## src/rtl/core/blt_pkg.sv

```systemverilog
// blt_pkg: shared types, codes and character helpers for brace_list_tokenizer.
// No dependencies.
`timescale 1ns / 1ps
`default_nettype none
package blt_pkg;

  localparam int unsigned MAX_DEPTH = 255;

  typedef struct packed {
    logic        opcode;
    logic [15:0] char_code;
  } in_item_t;

  typedef struct packed {
    logic [2:0]  event_res;
    logic [15:0] char_out;
    logic [3:0]  value_type;
    logic [2:0]  error_code;
    logic [7:0]  nest_depth;
    logic        last;
  } out_item_t;

  localparam logic [2:0] EV_OPEN  = 3'd0;
  localparam logic [2:0] EV_CLOSE = 3'd1;
  localparam logic [2:0] EV_EMPTY = 3'd2;
  localparam logic [2:0] EV_CHAR  = 3'd3;
  localparam logic [2:0] EV_END   = 3'd4;
  localparam logic [2:0] EV_DONE  = 3'd5;
  localparam logic [2:0] EV_ERR   = 3'd6;

  localparam logic [2:0] ER_NONE    = 3'd0;
  localparam logic [2:0] ER_EXTRA   = 3'd1;
  localparam logic [2:0] ER_DELIM   = 3'd2;
  localparam logic [2:0] ER_UNFIN   = 3'd3;
  localparam logic [2:0] ER_MISSING = 3'd4;
  localparam logic [2:0] ER_DEEP    = 3'd5;

  localparam logic [3:0] VT_NONE    = 4'd0;
  localparam logic [3:0] VT_STRING  = 4'd1;
  localparam logic [3:0] VT_INT     = 4'd2;
  localparam logic [3:0] VT_EXP     = 4'd3;
  localparam logic [3:0] VT_GUID    = 4'd4;
  localparam logic [3:0] VT_B64     = 4'd5;
  localparam logic [3:0] VT_LINK    = 4'd6;
  localparam logic [3:0] VT_BARE64  = 4'd7;
  localparam logic [3:0] VT_DATA    = 4'd8;
  localparam logic [3:0] VT_UNKNOWN = 4'd9;

  // Classified character, front to back. Two result slots per item.
  typedef struct packed {
    logic        fin;       // end of text
    logic [15:0] ch;
  } cmd_t;

  function automatic logic is_dig(input logic [15:0] c);
    return c >= 16'd48 && c <= 16'd57;
  endfunction

  function automatic logic is_hex(input logic [15:0] c);
    return is_dig(c) || (c >= 16'd97 && c <= 16'd102) || (c >= 16'd65 && c <= 16'd70);
  endfunction

  function automatic logic is_b64(input logic [15:0] c);
    return is_dig(c) || (c >= 16'd97 && c <= 16'd122) || (c >= 16'd65 && c <= 16'd90) ||
           c == 16'd43 || c == 16'd61 || c == 16'd47 || c == 16'd13 || c == 16'd10;
  endfunction

  function automatic logic is_ws(input logic [15:0] c);
    return c == 16'd32 || c == 16'd9 || c == 16'd13 || c == 16'd10;
  endfunction

  function automatic logic [15:0] pfx_b64(input logic [2:0] i);
    logic [15:0] r;
    unique case (i)
      3'd0: r = 16'd35;
      3'd1: r = 16'd98;
      3'd2: r = 16'd97;
      3'd3: r = 16'd115;
      3'd4: r = 16'd101;
      3'd5: r = 16'd54;
      3'd6: r = 16'd52;
      default: r = 16'd58;
    endcase
    return r;
  endfunction

  function automatic logic [15:0] pfx_data(input logic [2:0] i);
    logic [15:0] r;
    unique case (i)
      3'd0: r = 16'd35;
      3'd1: r = 16'd100;
      3'd2: r = 16'd97;
      3'd3: r = 16'd116;
      3'd4: r = 16'd97;
      3'd5: r = 16'd58;
      default: r = 16'd0;
    endcase
    return r;
  endfunction

endpackage
`default_nettype wire

```

## src/rtl/core/blt_front.sv

```systemverilog
// blt_front: input stage; folds opcode and NUL into an end-of-text command
// and writes it to a two-entry queue. Depends on blt_pkg.
`timescale 1ns / 1ps
`default_nettype none
module blt_front (
  input  wire logic             clk,
  input  wire logic             rst_n,
  input  wire logic             in_valid,
  output logic                  in_ready,
  input  wire blt_pkg::in_item_t in_data,
  output logic                  q_valid,
  input  wire logic             q_ready,
  output blt_pkg::cmd_t         q_data
);
  blt_pkg::cmd_t mem_r [2];
  logic       wp_r, wp_nxt, rp_r, rp_nxt;
  logic [1:0] cnt_r, cnt_nxt;
  logic       push, pop;

  assign in_ready = (cnt_r != 2'd2);
  assign push     = in_valid && in_ready;
  assign q_valid  = (cnt_r != 2'd0);
  assign pop      = q_valid && q_ready;
  assign q_data   = mem_r[rp_r];

  always_comb begin
    wp_nxt  = push ? ~wp_r : wp_r;
    rp_nxt  = pop ? ~rp_r : rp_r;
    cnt_nxt = cnt_r + {1'b0, push} - {1'b0, pop};
  end

  always_ff @(posedge clk) begin
    if (!rst_n) begin
      wp_r  <= 1'b0;
      rp_r  <= 1'b0;
      cnt_r <= 2'd0;
    end else begin
      wp_r  <= wp_nxt;
      rp_r  <= rp_nxt;
      cnt_r <= cnt_nxt;
    end
  end

  always_ff @(posedge clk) begin
    if (push) begin
      mem_r[wp_r].fin <= in_data.opcode || (in_data.char_code == 16'd0);
      mem_r[wp_r].ch  <= in_data.char_code;
    end
  end
endmodule
`default_nettype wire

```

## src/rtl/core/blt_back.sv

```systemverilog
// blt_back: parser state, value recognizers and result sequencing.
// Depends on blt_pkg. Each command makes up to two results, one per cycle while out_ready is high.
`timescale 1ns / 1ps
`default_nettype none
module blt_back (
  input  wire logic          clk,
  input  wire logic          rst_n,
  input  wire logic          q_valid,
  output logic               q_ready,
  input  wire blt_pkg::cmd_t q_data,
  output logic               out_valid,
  input  wire logic          out_ready,
  output blt_pkg::out_item_t out_data
);
  typedef enum logic [5:0] {
    M_VALUE  = 6'b000001,
    M_DELIM  = 6'b000010,
    M_STRING = 6'b000100,
    M_QUOTE  = 6'b001000,
    M_BARE   = 6'b010000,
    M_FAILED = 6'b100000
  } mode_t;

  localparam logic [2:0] N_START = 3'd0, N_MINUS = 3'd1, N_INT = 3'd2, N_FRAC = 3'd3,
                         N_E = 3'd4, N_EMINUS = 3'd5, N_EXP = 3'd6, N_DEAD = 3'd7;
  localparam logic [1:0] L_START = 2'd0, L_DIGITS = 2'd1, L_HEX = 2'd2, L_DEAD = 2'd3;

  mode_t       mode_r, mode_nxt;
  logic [7:0]  depth_r, depth_nxt;
  logic        nonempty_r, nonempty_nxt;
  logic [15:0] len_r, len_nxt;
  logic [2:0]  num_r, num_nxt;
  logic        guid_r, guid_nxt;
  logic [1:0]  lph_r, lph_nxt;
  logic [5:0]  lhex_r, lhex_nxt;
  logic        b64_r, b64_nxt, b64p_r, b64p_nxt, datp_r, datp_nxt;
  logic [2:0]  serr_r, serr_nxt;

  // output: slot 0 presented, slot 1 held
  blt_pkg::out_item_t o0_r, o0_nxt, o1_r, o1_nxt;
  logic [1:0]  ocnt_r, ocnt_nxt;

  blt_pkg::out_item_t r0, r1;
  logic [1:0]  k;
  logic        take;
  logic [15:0] c;
  logic [3:0]  vtype;

  function automatic blt_pkg::out_item_t mk(input logic [2:0] ev, input logic [15:0] ch,
      input logic [3:0] ty, input logic [2:0] er, input logic [7:0] d);
    blt_pkg::out_item_t o;
    o.event_res = ev; o.char_out = ch; o.value_type = ty;
    o.error_code = er; o.nest_depth = d; o.last = 1'b0;
    return o;
  endfunction

  assign c = q_data.ch;
  // only accept when the output slots are empty, or the last one drains this cycle
  assign q_ready   = (ocnt_r == 2'd0) || (ocnt_r == 2'd1 && out_ready);
  assign take      = q_valid && q_ready;
  assign out_valid = (ocnt_r != 2'd0);
  assign out_data  = o0_r;

  always_comb begin
    if (len_r == 16'd0) vtype = blt_pkg::VT_NONE;
    else if (num_r == N_INT) vtype = blt_pkg::VT_INT;
    else if (num_r == N_FRAC || num_r == N_EXP) vtype = blt_pkg::VT_EXP;
    else if (guid_r && len_r == 16'd36) vtype = blt_pkg::VT_GUID;
    else if (b64p_r && len_r >= 16'd8) vtype = blt_pkg::VT_B64;
    else if (lph_r == L_HEX && lhex_r == 6'd32) vtype = blt_pkg::VT_LINK;
    else if (b64_r) vtype = blt_pkg::VT_BARE64;
    else if (datp_r && len_r >= 16'd6) vtype = blt_pkg::VT_DATA;
    else vtype = blt_pkg::VT_UNKNOWN;
  end

  always_comb begin
    logic       fd, st, d, e, cl;
    mode_nxt = mode_r; depth_nxt = depth_r; nonempty_nxt = nonempty_r;
    len_nxt = len_r; num_nxt = num_r; guid_nxt = guid_r; lph_nxt = lph_r;
    lhex_nxt = lhex_r; b64_nxt = b64_r; b64p_nxt = b64p_r; datp_nxt = datp_r;
    serr_nxt = serr_r;
    r0 = '0; r1 = '0; k = 2'd0;
    fd = 1'b0; st = 1'b0; cl = 1'b0;
    d = blt_pkg::is_dig(c);
    e = (c == 16'd101 || c == 16'd69);
    if (q_data.fin) begin
      logic bad;
      bad = 1'b0;
      unique case (mode_r)
        M_BARE: begin
          r0 = mk(blt_pkg::EV_END, 16'd0, vtype, blt_pkg::ER_NONE, depth_r); k = 2'd1;
        end
        M_QUOTE: begin
          r0 = mk(blt_pkg::EV_END, 16'd0, blt_pkg::VT_STRING, blt_pkg::ER_NONE, depth_r);
          k = 2'd1;
        end
        M_DELIM: ;
        M_FAILED: begin
          r0 = mk(blt_pkg::EV_ERR, 16'd0, blt_pkg::VT_NONE, serr_r, depth_r);
          k = 2'd1; bad = 1'b1;
        end
        default: begin
          r0 = mk(blt_pkg::EV_ERR, 16'd0, blt_pkg::VT_NONE, blt_pkg::ER_UNFIN, depth_r);
          k = 2'd1; bad = 1'b1;
        end
      endcase
      if (!bad) begin
        blt_pkg::out_item_t t;
        t = (depth_r != 8'd0) ?
            mk(blt_pkg::EV_ERR, 16'd0, blt_pkg::VT_NONE, blt_pkg::ER_MISSING, depth_r) :
            mk(blt_pkg::EV_DONE, 16'd0, blt_pkg::VT_NONE, blt_pkg::ER_NONE, depth_r);
        if (k == 2'd0) r0 = t; else r1 = t;
        k = k + 2'd1;
      end
      mode_nxt = M_VALUE; depth_nxt = 8'd0; nonempty_nxt = 1'b0; serr_nxt = 3'd0;
      st = 1'b1;
    end else begin
      unique case (mode_r)
        M_VALUE: begin
          if (blt_pkg::is_ws(c)) begin
          end else if (c == 16'd34) begin
            mode_nxt = M_STRING;
          end else if (c == 16'd123) begin
            if (depth_r >= 8'(blt_pkg::MAX_DEPTH)) begin
              mode_nxt = M_FAILED; serr_nxt = blt_pkg::ER_DEEP;
              r0 = mk(blt_pkg::EV_ERR, 16'd0, blt_pkg::VT_NONE, blt_pkg::ER_DEEP, depth_r);
            end else begin
              depth_nxt = depth_r + 8'd1; nonempty_nxt = 1'b0;
              r0 = mk(blt_pkg::EV_OPEN, 16'd0, blt_pkg::VT_NONE, blt_pkg::ER_NONE, depth_nxt);
            end
            k = 2'd1;
          end else if (c == 16'd125) begin
            if (nonempty_r) begin
              r0 = mk(blt_pkg::EV_EMPTY, 16'd0, blt_pkg::VT_NONE, blt_pkg::ER_NONE, depth_r);
              k = 2'd1;
            end
            cl = 1'b1;
          end else if (c == 16'd44) begin
            nonempty_nxt = 1'b1;
            r0 = mk(blt_pkg::EV_EMPTY, 16'd0, blt_pkg::VT_NONE, blt_pkg::ER_NONE, depth_r);
            k = 2'd1;
          end else begin
            st = 1'b1; fd = 1'b1; nonempty_nxt = 1'b1; mode_nxt = M_BARE;
            r0 = mk(blt_pkg::EV_CHAR, c, blt_pkg::VT_NONE, blt_pkg::ER_NONE, depth_r);
            k = 2'd1;
          end
        end
        M_DELIM: begin
          if (blt_pkg::is_ws(c)) begin
          end else if (c == 16'd44) begin
            mode_nxt = M_VALUE;
          end else if (c == 16'd125) begin
            cl = 1'b1;
          end else begin
            mode_nxt = M_FAILED; serr_nxt = blt_pkg::ER_DELIM;
            r0 = mk(blt_pkg::EV_ERR, 16'd0, blt_pkg::VT_NONE, blt_pkg::ER_DELIM, depth_r);
            k = 2'd1;
          end
        end
        M_STRING: begin
          if (c == 16'd34) mode_nxt = M_QUOTE;
          else begin
            r0 = mk(blt_pkg::EV_CHAR, c, blt_pkg::VT_NONE, blt_pkg::ER_NONE, depth_r);
            k = 2'd1;
          end
        end
        M_QUOTE: begin
          if (c == 16'd34) begin
            mode_nxt = M_STRING;
            r0 = mk(blt_pkg::EV_CHAR, c, blt_pkg::VT_NONE, blt_pkg::ER_NONE, depth_r);
            k = 2'd1;
          end else begin
            nonempty_nxt = 1'b1;
            r0 = mk(blt_pkg::EV_END, 16'd0, blt_pkg::VT_STRING, blt_pkg::ER_NONE, depth_r);
            k = 2'd1;
            if (blt_pkg::is_ws(c)) mode_nxt = M_DELIM;
            else if (c == 16'd44) mode_nxt = M_VALUE;
            else if (c == 16'd125) cl = 1'b1;
            else begin
              mode_nxt = M_FAILED; serr_nxt = blt_pkg::ER_DELIM;
              r1 = mk(blt_pkg::EV_ERR, 16'd0, blt_pkg::VT_NONE, blt_pkg::ER_DELIM, depth_r);
              k = 2'd2;
            end
          end
        end
        M_BARE: begin
          if (c == 16'd44 || c == 16'd125) begin
            r0 = mk(blt_pkg::EV_END, 16'd0, vtype, blt_pkg::ER_NONE, depth_r);
            k = 2'd1;
            if (c == 16'd44) mode_nxt = M_VALUE; else cl = 1'b1;
          end else begin
            fd = 1'b1;
            r0 = mk(blt_pkg::EV_CHAR, c, blt_pkg::VT_NONE, blt_pkg::ER_NONE, depth_r);
            k = 2'd1;
          end
        end
        default: ;
      endcase
      if (cl) begin
        blt_pkg::out_item_t t;
        if (depth_r == 8'd0) begin
          mode_nxt = M_FAILED; serr_nxt = blt_pkg::ER_EXTRA;
          t = mk(blt_pkg::EV_ERR, 16'd0, blt_pkg::VT_NONE, blt_pkg::ER_EXTRA, depth_r);
        end else begin
          depth_nxt = depth_r - 8'd1; nonempty_nxt = 1'b1; mode_nxt = M_DELIM;
          t = mk(blt_pkg::EV_CLOSE, 16'd0, blt_pkg::VT_NONE, blt_pkg::ER_NONE, depth_nxt);
        end
        if (k == 2'd0) r0 = t; else r1 = t;
        k = k + 2'd1;
      end
    end

    // recognizers: restart at a new value, then take the character
    if (st) begin
      len_nxt = 16'd0; num_nxt = N_START; guid_nxt = 1'b1; lph_nxt = L_START;
      lhex_nxt = 6'd0; b64_nxt = 1'b1; b64p_nxt = 1'b1; datp_nxt = 1'b1;
    end
    if (fd) begin
      logic [15:0] p;
      p = st ? 16'd0 : len_r;
      unique case (st ? N_START : num_r)
        N_START:  num_nxt = (c == 16'd45) ? N_MINUS : (d ? N_INT : N_DEAD);
        N_MINUS:  num_nxt = d ? N_INT : N_DEAD;
        N_INT:    num_nxt = d ? N_INT : (c == 16'd46 ? N_FRAC : (e ? N_E : N_DEAD));
        N_FRAC:   num_nxt = d ? N_FRAC : (e ? N_E : N_DEAD);
        N_E:      num_nxt = (c == 16'd45) ? N_EMINUS : (d ? N_EXP : N_DEAD);
        N_EMINUS: num_nxt = d ? N_EXP : N_DEAD;
        N_EXP:    num_nxt = d ? N_EXP : N_DEAD;
        default:  num_nxt = N_DEAD;
      endcase
      if (p >= 16'd36) guid_nxt = 1'b0;
      else if (p == 16'd8 || p == 16'd13 || p == 16'd18 || p == 16'd23) begin
        if (c != 16'd45) guid_nxt = 1'b0;
      end else if (!blt_pkg::is_hex(c)) guid_nxt = 1'b0;
      unique case (st ? L_START : lph_r)
        L_START:  lph_nxt = d ? L_DIGITS : L_DEAD;
        L_DIGITS: lph_nxt = d ? L_DIGITS : (c == 16'd58 ? L_HEX : L_DEAD);
        L_HEX: begin
          if (blt_pkg::is_hex(c) && lhex_r < 6'd32) lhex_nxt = lhex_r + 6'd1;
          else lph_nxt = L_DEAD;
        end
        default:  lph_nxt = L_DEAD;
      endcase
      if (!blt_pkg::is_b64(c)) b64_nxt = 1'b0;
      if (p < 16'd8) begin
        if (c != blt_pkg::pfx_b64(p[2:0])) b64p_nxt = 1'b0;
      end else if (!blt_pkg::is_b64(c)) b64p_nxt = 1'b0;
      if (p < 16'd6) begin
        if (c != blt_pkg::pfx_data(p[2:0])) datp_nxt = 1'b0;
      end else if (!blt_pkg::is_b64(c)) datp_nxt = 1'b0;
      if (p != 16'hFFFF) len_nxt = p + 16'd1;
    end
    if (k == 2'd1) r0.last = 1'b1;
    if (k == 2'd2) r1.last = 1'b1;
  end

  // output slots
  always_comb begin
    logic [1:0] rem;
    o0_nxt = o0_r; o1_nxt = o1_r;
    rem = ocnt_r;
    if (out_valid && out_ready) begin
      o0_nxt = o1_r;
      rem = ocnt_r - 2'd1;
    end
    ocnt_nxt = rem;
    if (take && k != 2'd0) begin
      // rem is zero here by q_ready
      o0_nxt = r0; o1_nxt = r1; ocnt_nxt = k;
    end
  end

  always_ff @(posedge clk) begin
    if (!rst_n) begin
      mode_r <= M_VALUE; depth_r <= 8'd0; nonempty_r <= 1'b0; len_r <= 16'd0;
      num_r <= N_START; guid_r <= 1'b1; lph_r <= L_START; lhex_r <= 6'd0;
      b64_r <= 1'b1; b64p_r <= 1'b1; datp_r <= 1'b1; serr_r <= 3'd0;
      ocnt_r <= 2'd0;
    end else begin
      if (take) begin
        mode_r <= mode_nxt; depth_r <= depth_nxt; nonempty_r <= nonempty_nxt;
        len_r <= len_nxt; num_r <= num_nxt; guid_r <= guid_nxt; lph_r <= lph_nxt;
        lhex_r <= lhex_nxt; b64_r <= b64_nxt; b64p_r <= b64p_nxt; datp_r <= datp_nxt;
        serr_r <= serr_nxt;
      end
      ocnt_r <= ocnt_nxt;
    end
  end

  always_ff @(posedge clk) begin
    o0_r <= o0_nxt;
    o1_r <= o1_nxt;
  end

  a_cnt_range: assert property (@(posedge clk) disable iff (!rst_n) ocnt_r != 2'd3)
    else $error("output slot count out of range");
  a_two_last: assert property (@(posedge clk) disable iff (!rst_n)
      ocnt_r == 2'd2 |-> !o0_r.last && o1_r.last)
    else $error("two-result group has misplaced last flag");
  a_take_empty: assert property (@(posedge clk) disable iff (!rst_n)
      take && k != 2'd0 |-> ocnt_r == 2'd0 || out_ready)
    else $error("results loaded over pending results");
  a_failed_quiet: assert property (@(posedge clk) disable iff (!rst_n)
      take && mode_r == M_FAILED && !q_data.fin |=> ocnt_r == 2'd0 || $stable(o0_r))
    else $error("characters in failed mode produced a result");
endmodule
`default_nettype wire

```

## src/rtl/core/brace_list_tokenizer.sv

```systemverilog
// brace_list_tokenizer: top level; input queue stage and parser back end.
// Depends on blt_pkg, blt_front, blt_back.
`timescale 1ns / 1ps
`default_nettype none
//
//  channel | dir | ports                       | payload
//  --------+-----+-----------------------------+--------------------------------
//  input   | in  | in_valid, in_ready, in_data | blt_pkg::in_item_t (opcode, char)
//  result  | out | out_valid, out_ready,       | blt_pkg::out_item_t (event, char,
//          |     | out_data                    |  type, error, depth, last)
//
//  One character per cycle in steady state; an item causing two results (close
//  after value end, empty before close, error after string end, end-of-text
//  checks) holds the parser while the second result is shown.
//  Items pass through the two-entry input queue; results leave through the
//  output register. Synchronous active-low reset returns the parser to
//  "awaiting value", depth 0. Either side may stall freely; the queue
//  absorbs input while results wait.
module brace_list_tokenizer (
  input  wire logic              clk,
  input  wire logic              rst_n,
  input  wire logic              in_valid,
  output logic                   in_ready,
  input  wire blt_pkg::in_item_t in_data,
  output logic                   out_valid,
  input  wire logic              out_ready,
  output blt_pkg::out_item_t     out_data
);
  logic          q_valid, q_ready;
  blt_pkg::cmd_t q_data;

  // front: accept and classify end-of-text, buffer two transfers
  blt_front u_front (
    .clk(clk), .rst_n(rst_n),
    .in_valid(in_valid), .in_ready(in_ready), .in_data(in_data),
    .q_valid(q_valid), .q_ready(q_ready), .q_data(q_data)
  );

  // back: parser state, recognizers and result slots
  blt_back u_back (
    .clk(clk), .rst_n(rst_n),
    .q_valid(q_valid), .q_ready(q_ready), .q_data(q_data),
    .out_valid(out_valid), .out_ready(out_ready), .out_data(out_data)
  );
endmodule
`default_nettype wire

```

## config.mk

```make
export PLATFORM = sky130hd
export DESIGN_NAME = brace_list_tokenizer
export DESIGN_NICKNAME = d
export VERILOG_FILES = /design/src/rtl/core/blt_pkg.sv /design/src/rtl/core/blt_front.sv /design/src/rtl/core/blt_back.sv /design/src/rtl/core/brace_list_tokenizer.sv
export SDC_FILE = /design/constraint.sdc
export NUM_CORES = 1
export LEC_CHECK = 0
export ABC_AREA = 0
export BUFFER_PORTS_ARGS = -buffer_cell sky130_fd_sc_hd__clkbuf_2
export CAP_MARGIN = 0
export CORE_UTILIZATION = 45
export CTS_CLUSTER_DIAMETER = 50
export DETAILED_ROUTE_END_ITERATION = 12
export SYNTH_ARGS = -nofsm -noshare
export SYNTH_HDL_FRONTEND = slang
export SYNTH_SLANG_ARGS = --single-unit
```

## constraint.sdc

```tcl
create_clock -name clk -period 12.4 [get_ports clk]
set_clock_uncertainty 0.15 [all_clocks]
set_input_delay 1.24 -clock clk [delete_from_list [all_inputs] [get_ports clk]]
set_output_delay 1.24 -clock clk [all_outputs]
set_load 0.02 [all_outputs]
```

==> results_dict.tcl, run 1 <==
set metrics [dict create \
    hold_class "reg -> reg" \
    nFillCells 1856 \
    via_per_inst 6.21 \
    io_pins 58 \
    worstSetupPathType "reg -> reg" \
    layout.area.seq_um2 3640 \
    grt_pass1_vias 7605 \
    drc_errors 0 \
    hold_viol 0 \
    grt_pass1_wl_mm 42.3 \
    peakVddDrop_mv 0.121 \
    drt_wl_total_mm 26.4 \
    antenna_found_initial 0 \
    synth_cells 1032 \
    yosys_warnings 0 \
    htreeDepth 4 \
    critPathMaxFanout 50 \
    syn_nets 1068 \
    synth_area_per_cell_um2 8.78 \
    port_buffers 57 \
    timing.fmax_mhz 175 \
    track_usage_pct 26.7 \
    maxSlewHeadroom_pct 33.6 \
    post-route-period-util_pct 46.1 \
    critPathCaptureType "register" \
    top_usage_layer "met2" \
    insertion_delay_ns 0.43 \
    synth-edff-count 84 \
    finalCriticalPeriod_ns 5.72 \
    p_per_area_nw_per_um2 224 \
    grt_overflow 0 \
    synthAdderAreaFrac_pct 2.07 \
    tightest_slew_ns 0.995 \
    finalSetupViolCount 0 \
    place_area_um2 9540 \
    endpoint "u_back.out_data[5]$_DFFE_PP_" \
    worst_slack_ns 6.68 \
    multiInputGateArea_um2 5060 \
    rr_endpoint "u_back.out_data[5]$_DFFE_PP_" \
    num_rows 51 \
    cts_resized 0 \
    use_met3_pct 4.03 \
    yosys_register_bits 140 \
    place_congestion 0.944 \
    layout_common_cells "nor2_1, nand2_1, edfxtp_1" \
    r2r_slack_ns 6.68 \
    rsz0062_at_grt "no" \
    synth_seq_area_share_pct 40.2 \
    drtAntennaViolNets 0 \
    root_buffer "clkbuf_16" \
    maxSlewViolCount 0 \
    die_h_um 144 \
    r2r_cells 13 \
    synth-simple-area-share_pct 25.4 \
    worstSetupStartpointType "register" \
    area_delta_synth_final_pct 11.7 \
    die_area_um2 20700 \
    vias 8346 \
    globalRouteMet1Util_pct 37.1 \
    dr.pass1.iters 5 \
    clockBufferDepth 2 \
    hold_depth 2 \
    synth_top_family_by_area "simple AND/OR/NAND/NOR gates" \
    wl_per_cell_um 19.7 \
    grt_start_max_net_pins 51 \
    synth_area_um2 9060 \
    design_area_um2 10100 \
    max_cap_violations 0 \
    outcome "finished clean" \
    dp_slack_ns 6.80 \
    synthMuxAreaShare_pct 5.72 \
    final_layout_size_suffix_gt1_share_pct 14.0 \
    final_net_count 1103 \
    cts_tree "done" \
    postCtsSetupRepairBufs 0 \
    cts_made_buffers 17 \
    core-area_um2 19600 \
    power_leakage_uw 0.00360 \
    synth.distinct_cells 94 \
    final_common_cell "nor2_1" \
    insertedDiodeCount 0 \
    hpwlAfterDp_mm 18.7 \
    met2_usage_pct 42.0 \
    synthArstFlopShare_pct 0 \
    initial_utilization_pct 46.2 \
    synth_compound_area_share_pct 20.3 \
    clk_pin_slew_ns 0.06 \
    crit_arrival_ns 5.75 \
    drt-initial-drc-count 1016 \
    crit_required_ns 12.43 \
    synth_xor_area_share_pct 2.22 \
    setup_tns_ns 0 \
    cts_sinks 140 \
    synth_ff_type "edfxtp_1" \
    die_x_um 144 \
    ctsHoldBuffers 0 \
]
cells in the mapped netlist (all sizes together) (5+ instances only):
cell	count	area, um^2
a21o	5	37.5
a22oi	10	75.1
nand2b	12	77.6
dfxtp	56	1120
nor4	20	140
mux2i	21	218
a211oi	7	52.6
inv	31	116
o21a	5	37.5
and3	12	75.1
clkbuf	43	163
a31oi	16	100
o211ai	8	60.1
edfxtp	84	2520
mux2	24	300
nand2	107	402
nor3b	9	67.6
xnor2	12	105
or3	21	131
and2	11	68.8
nand3	49	250
a21oi	74	385
ha	15	188
nand3b	8	60.1
nor3	44	225
xor2	11	96.3
buf	11	81.3
o21ai	58	294
or2	5	31.3
nor2	109	412
or4	11	82.6
o22ai	10	62.6
o31ai	8	73.8
nand4	15	93.8
and3b	5	43.8
power by group:
part           internal [uW]  switching (uW)
clock                    284             224
combinational            321             665
sequential               683            87.7
flip-flops by register name, indices dropped and copies added, names as in the netlist, named ones only:
| register | cells |
|---|---|
| u_back.b64_r | 1 |
| u_back.b64p_r | 1 |
| u_back.datp_r | 1 |
| u_back.depth_r | 8 |
| u_back.guid_r | 1 |
| u_back.len_r | 16 |
| u_back.lhex_r | 6 |
| u_back.lph_r | 2 |
| u_back.mode_r | 6 |
| u_back.nonempty_r | 1 |
| u_back.num_r | 3 |
| u_back.o1_r | 15 |
| u_back.ocnt_r | 2 |
| u_back.out_data | 35 |
| u_back.serr_r | 3 |
| u_front.cnt_r | 2 |
| u_front.mem_r | 34 |
| u_front.rp_r | 1 |
| u_front.wp_r | 1 |
area by class of cell:
cell class	count	area share (%)
clock buffers	17	4.20
flip-flops and latches	140	36.0
repair buffers	70	3.78
inverters	32	1.19
clock inverters	15	1.53
well taps	265	3.28
multi-input cells	806	50.0
critical path: stages, from the launching register on:
cell and delay, ns:
dfxtp_2 0.98, mux2i_2 0.70, nor3_1 0.20, a2111o_1 0.44
a21oi_1 0.48, nor3_2 0.23, nor4_4 0.32, ha_1 0.20
inv_1 0.05, o311a_1 0.35, o22ai_1 0.35, nor2_2 0.10
inv_2 0.52, mux2_1 0.38
metal layers:
metal,up-vias,routed length [um],part of all wire [%]
li1,3983,-,-
met1,3992,12100,46
met2,316,12000,46
met3,55,1600,6.1
met4,0,695,2.6
met5,-,0,0
how the worst min path moves through the flow:
stage / startpoint / endpoint
6_report: u_back.guid_r$_SDFFE_PN1P_ / u_back.guid_r$_SDFFE_PN1P_
5_1_grt: u_back.guid_r$_SDFFE_PN1P_ / u_back.guid_r$_SDFFE_PN1P_
4_1_cts: u_back.guid_r$_SDFFE_PN1P_ / u_back.guid_r$_SDFFE_PN1P_
3_5_place_dp: u_back.guid_r$_SDFFE_PN1P_ / u_back.guid_r$_SDFFE_PN1P_
3_3_place_gp: u_back.serr_r[2]$_SDFFE_PN0P_ / u_back.serr_r[2]$_SDFFE_PN0P_
2_1_floorplan: u_back.guid_r$_SDFFE_PN1P_ / u_back.guid_r$_SDFFE_PN1P_
cells by family (layout without fill, tap and decap cells):
| logic type | count (synthesis) | in the layout |
|---|---|---|
| AOI/OAI and AO/OA | 270 | 270 |
| xor gates and xnor gates | 23 | 23 |
| adders and majority gates | 15 | 15 |
| buffers and inverters | 86 | 134 |
| DFF | 140 | 140 |
| muxes | 45 | 45 |
| and+or+nand+nor | 453 | 453 |
stage by stage:
| step | std cells | hold WS, ns | utilization, % | total power (uW) |
|---|---|---|---|---|
| final | 1345 | 0.335 | 51.7 | 2270 |
| after global routing | 1345 | 0.348 | 51.7 | 2400 |
| after CTS | 1345 | 0.332 | 51.7 | 2270 |
| after detailed placement | 1313 | 0.310 | 48.7 | 1750 |
| after global placement | 1313 | 0.309 | 48.7 | 1750 |
| after floorplan | 1032 | 0.276 | - | 1470 |
Power figures use the tool's default switching activity.
==> run 2, diff against run 1 <==
- clock period: 12.4 -> 6 ns (I/O delays scaled with it)
==> run 2 against run 1 <==
Compared with the run above: critical endpoint unchanged; setup slack worse by 6.1 ns; register-to-register slack got worse by 6.1 ns; routed wire length rose by 1.9%; sequential power is 110% higher; sequential share of layout area shrank 0.098 points; largest power group unchanged; worst hold slack got worse by 0.11 ns; critical path type unchanged; maximum frequency increased by 5.2%; flip-flop and latch count unchanged.
==> results_dict.tcl, run 2 (synthesized netlist as in run 1, its figures left out) <==
set metrics [dict create \
    outcome "finished clean" \
    critPathMaxFanout 50 \
    utilization_pct 51.8 \
    post-route-period-util_pct 90.6 \
    drtAntennaViolNets 0 \
    root_buffer "clkbuf_16" \
    grt_start_max_net_pins 51 \
    grt_overflow 0 \
    hold_viol 0 \
    finalCriticalPeriod_ns 5.44 \
    place_area_um2 9570 \
    final_layout_size_suffix_gt1_share_pct 14.3 \
    design_area_um2 10100 \
    drc_errors 0 \
    hpwlAfterDp_mm 19.4 \
    layout_common_cells "nor2_1, nand2_1, edfxtp_1" \
    cts_made_buffers 17 \
    area_delta_synth_final_pct 12.0 \
    dr.pass1.iters 6 \
    initial_utilization_pct 46.2 \
    track_usage_pct 27.2 \
    min_from "in_data[2]" \
    critPathCaptureType "register" \
    worstSetupPathType "reg -> reg" \
    vias 8409 \
    grt_pass1_vias 7759 \
    peakVddDrop_mv 0.240 \
    num_rows 51 \
    setup_tns_ns 0 \
    die_x_um 144 \
    power_leakage_uw 0.00362 \
    die_area_um2 20700 \
    tightest_slew_ns 1.00 \
    insertion_delay_ns 0.44 \
    timing.fmax_mhz 184 \
    nFillCells 1899 \
    postCtsSetupRepairBufs 0 \
    max_cap_violations 0 \
    largest_register_ffs 35 \
    via_per_inst 6.23 \
    crit_required_ns 6.03 \
    die_h_um 144 \
    rsz0062_at_grt "no" \
    ctsHoldBuffers 0 \
    port_buffers 57 \
    io_pins 58 \
    insertedDiodeCount 0 \
    wl_per_cell_um 20.0 \
    hold_class "in -> reg" \
    clockBufferDepth 2 \
    cts_resized 0 \
    p_per_area_nw_per_um2 464 \
    final_common_cell "nor2_1" \
    final_net_count 1107 \
    antenna_found_initial 0 \
    core-area_um2 19600 \
    cts_tree "done" \
    drt-initial-drc-count 910 \
    drt_wl_total_mm 27.0 \
    worstSetupStartpointType "register" \
    grt_pass1_wl_mm 43.3 \
    htreeDepth 4 \
    maxSlewViolCount 0 \
    place_congestion 0.948 \
    finalSetupViolCount 0 \
    maxSlewHeadroom_pct 33.4 \
    r2r_slack_ns 0.56 \
    cts_sinks 140 \
    clk_pin_slew_ns 0.07 \
    crit_arrival_ns 5.47 \
]
run 2: cell types whose count changed in the layout (fill, tap and decap cells not counted), sizes merged:
| cell | previous run | this run |
|---|---|---|
| buf | 13 | 17 |
run 2: routing by layer:
layer | vias up | GRT usage (%) | share of wire (%)
met4 | 0 | 9.97 | 2.5
li1 | 3977 | - | -
met2 | 360 | 41.7 | 45
met1 | 4022 | 38.9 | 46
met3 | 50 | 3.53 | 6.5
met5 | - | 0 | 0
run 2: final cells by class:
type	instances	area, um^2	area share, %
clock buffer	17	425	4.19
clock inverter	15	153	1.50
inverter	32	120	1.18
multi-input combinational	806	5060	49.9
sequential	140	3640	35.9
tap	265	332	3.27
timing repair buffer	74	413	4.07
run 2: worst max-delay path, cell delays in order, from the launching register on:
cell and delay [ns]:
dfxtp_2 0.99, nor3_1 0.18, o22ai_1 0.55, o32ai_2 0.25
o21ai_0 0.51, nand3_1 0.43, ha_1 0.41, inv_1 0.05
o311a_1 0.36, o22ai_1 0.34, nor2_2 0.13, inv_2 0.43
mux2_1 0.39
run 2: worst paths after layout:
path / cells past startpoint / endpoint
hold reg to reg: 2 / u_back.guid_r$_SDFFE_PN1P_
setup reg to reg: 12 / u_back.out_data[5]$_DFFE_PP_
hold / removal: 1 / u_front.mem_r[1][2]$_DFFE_PP_
setup / recovery: 12 / u_back.out_data[5]$_DFFE_PP_
run 2: per-stage QoR:
step,instances,hold slack (ns),setup slack [ns],total power [uW]
finish,1349,0.223,0.563,4700
global placement,1317,0.304,0.822,3650
global route,1349,0.218,0.210,4990
floorplan,1032,0.276,1.55,3030
CTS,1349,0.213,0.663,4710
detailed placement,1317,0.303,0.706,3660
run 2: power breakdown:
part | switching [uW] | internal (uW) | leakage (uW)
clock | 464 | 584 | 0.000272
combinational | 1380 | 685 | 0.00208
sequential | 187 | 1410 | 0.00127
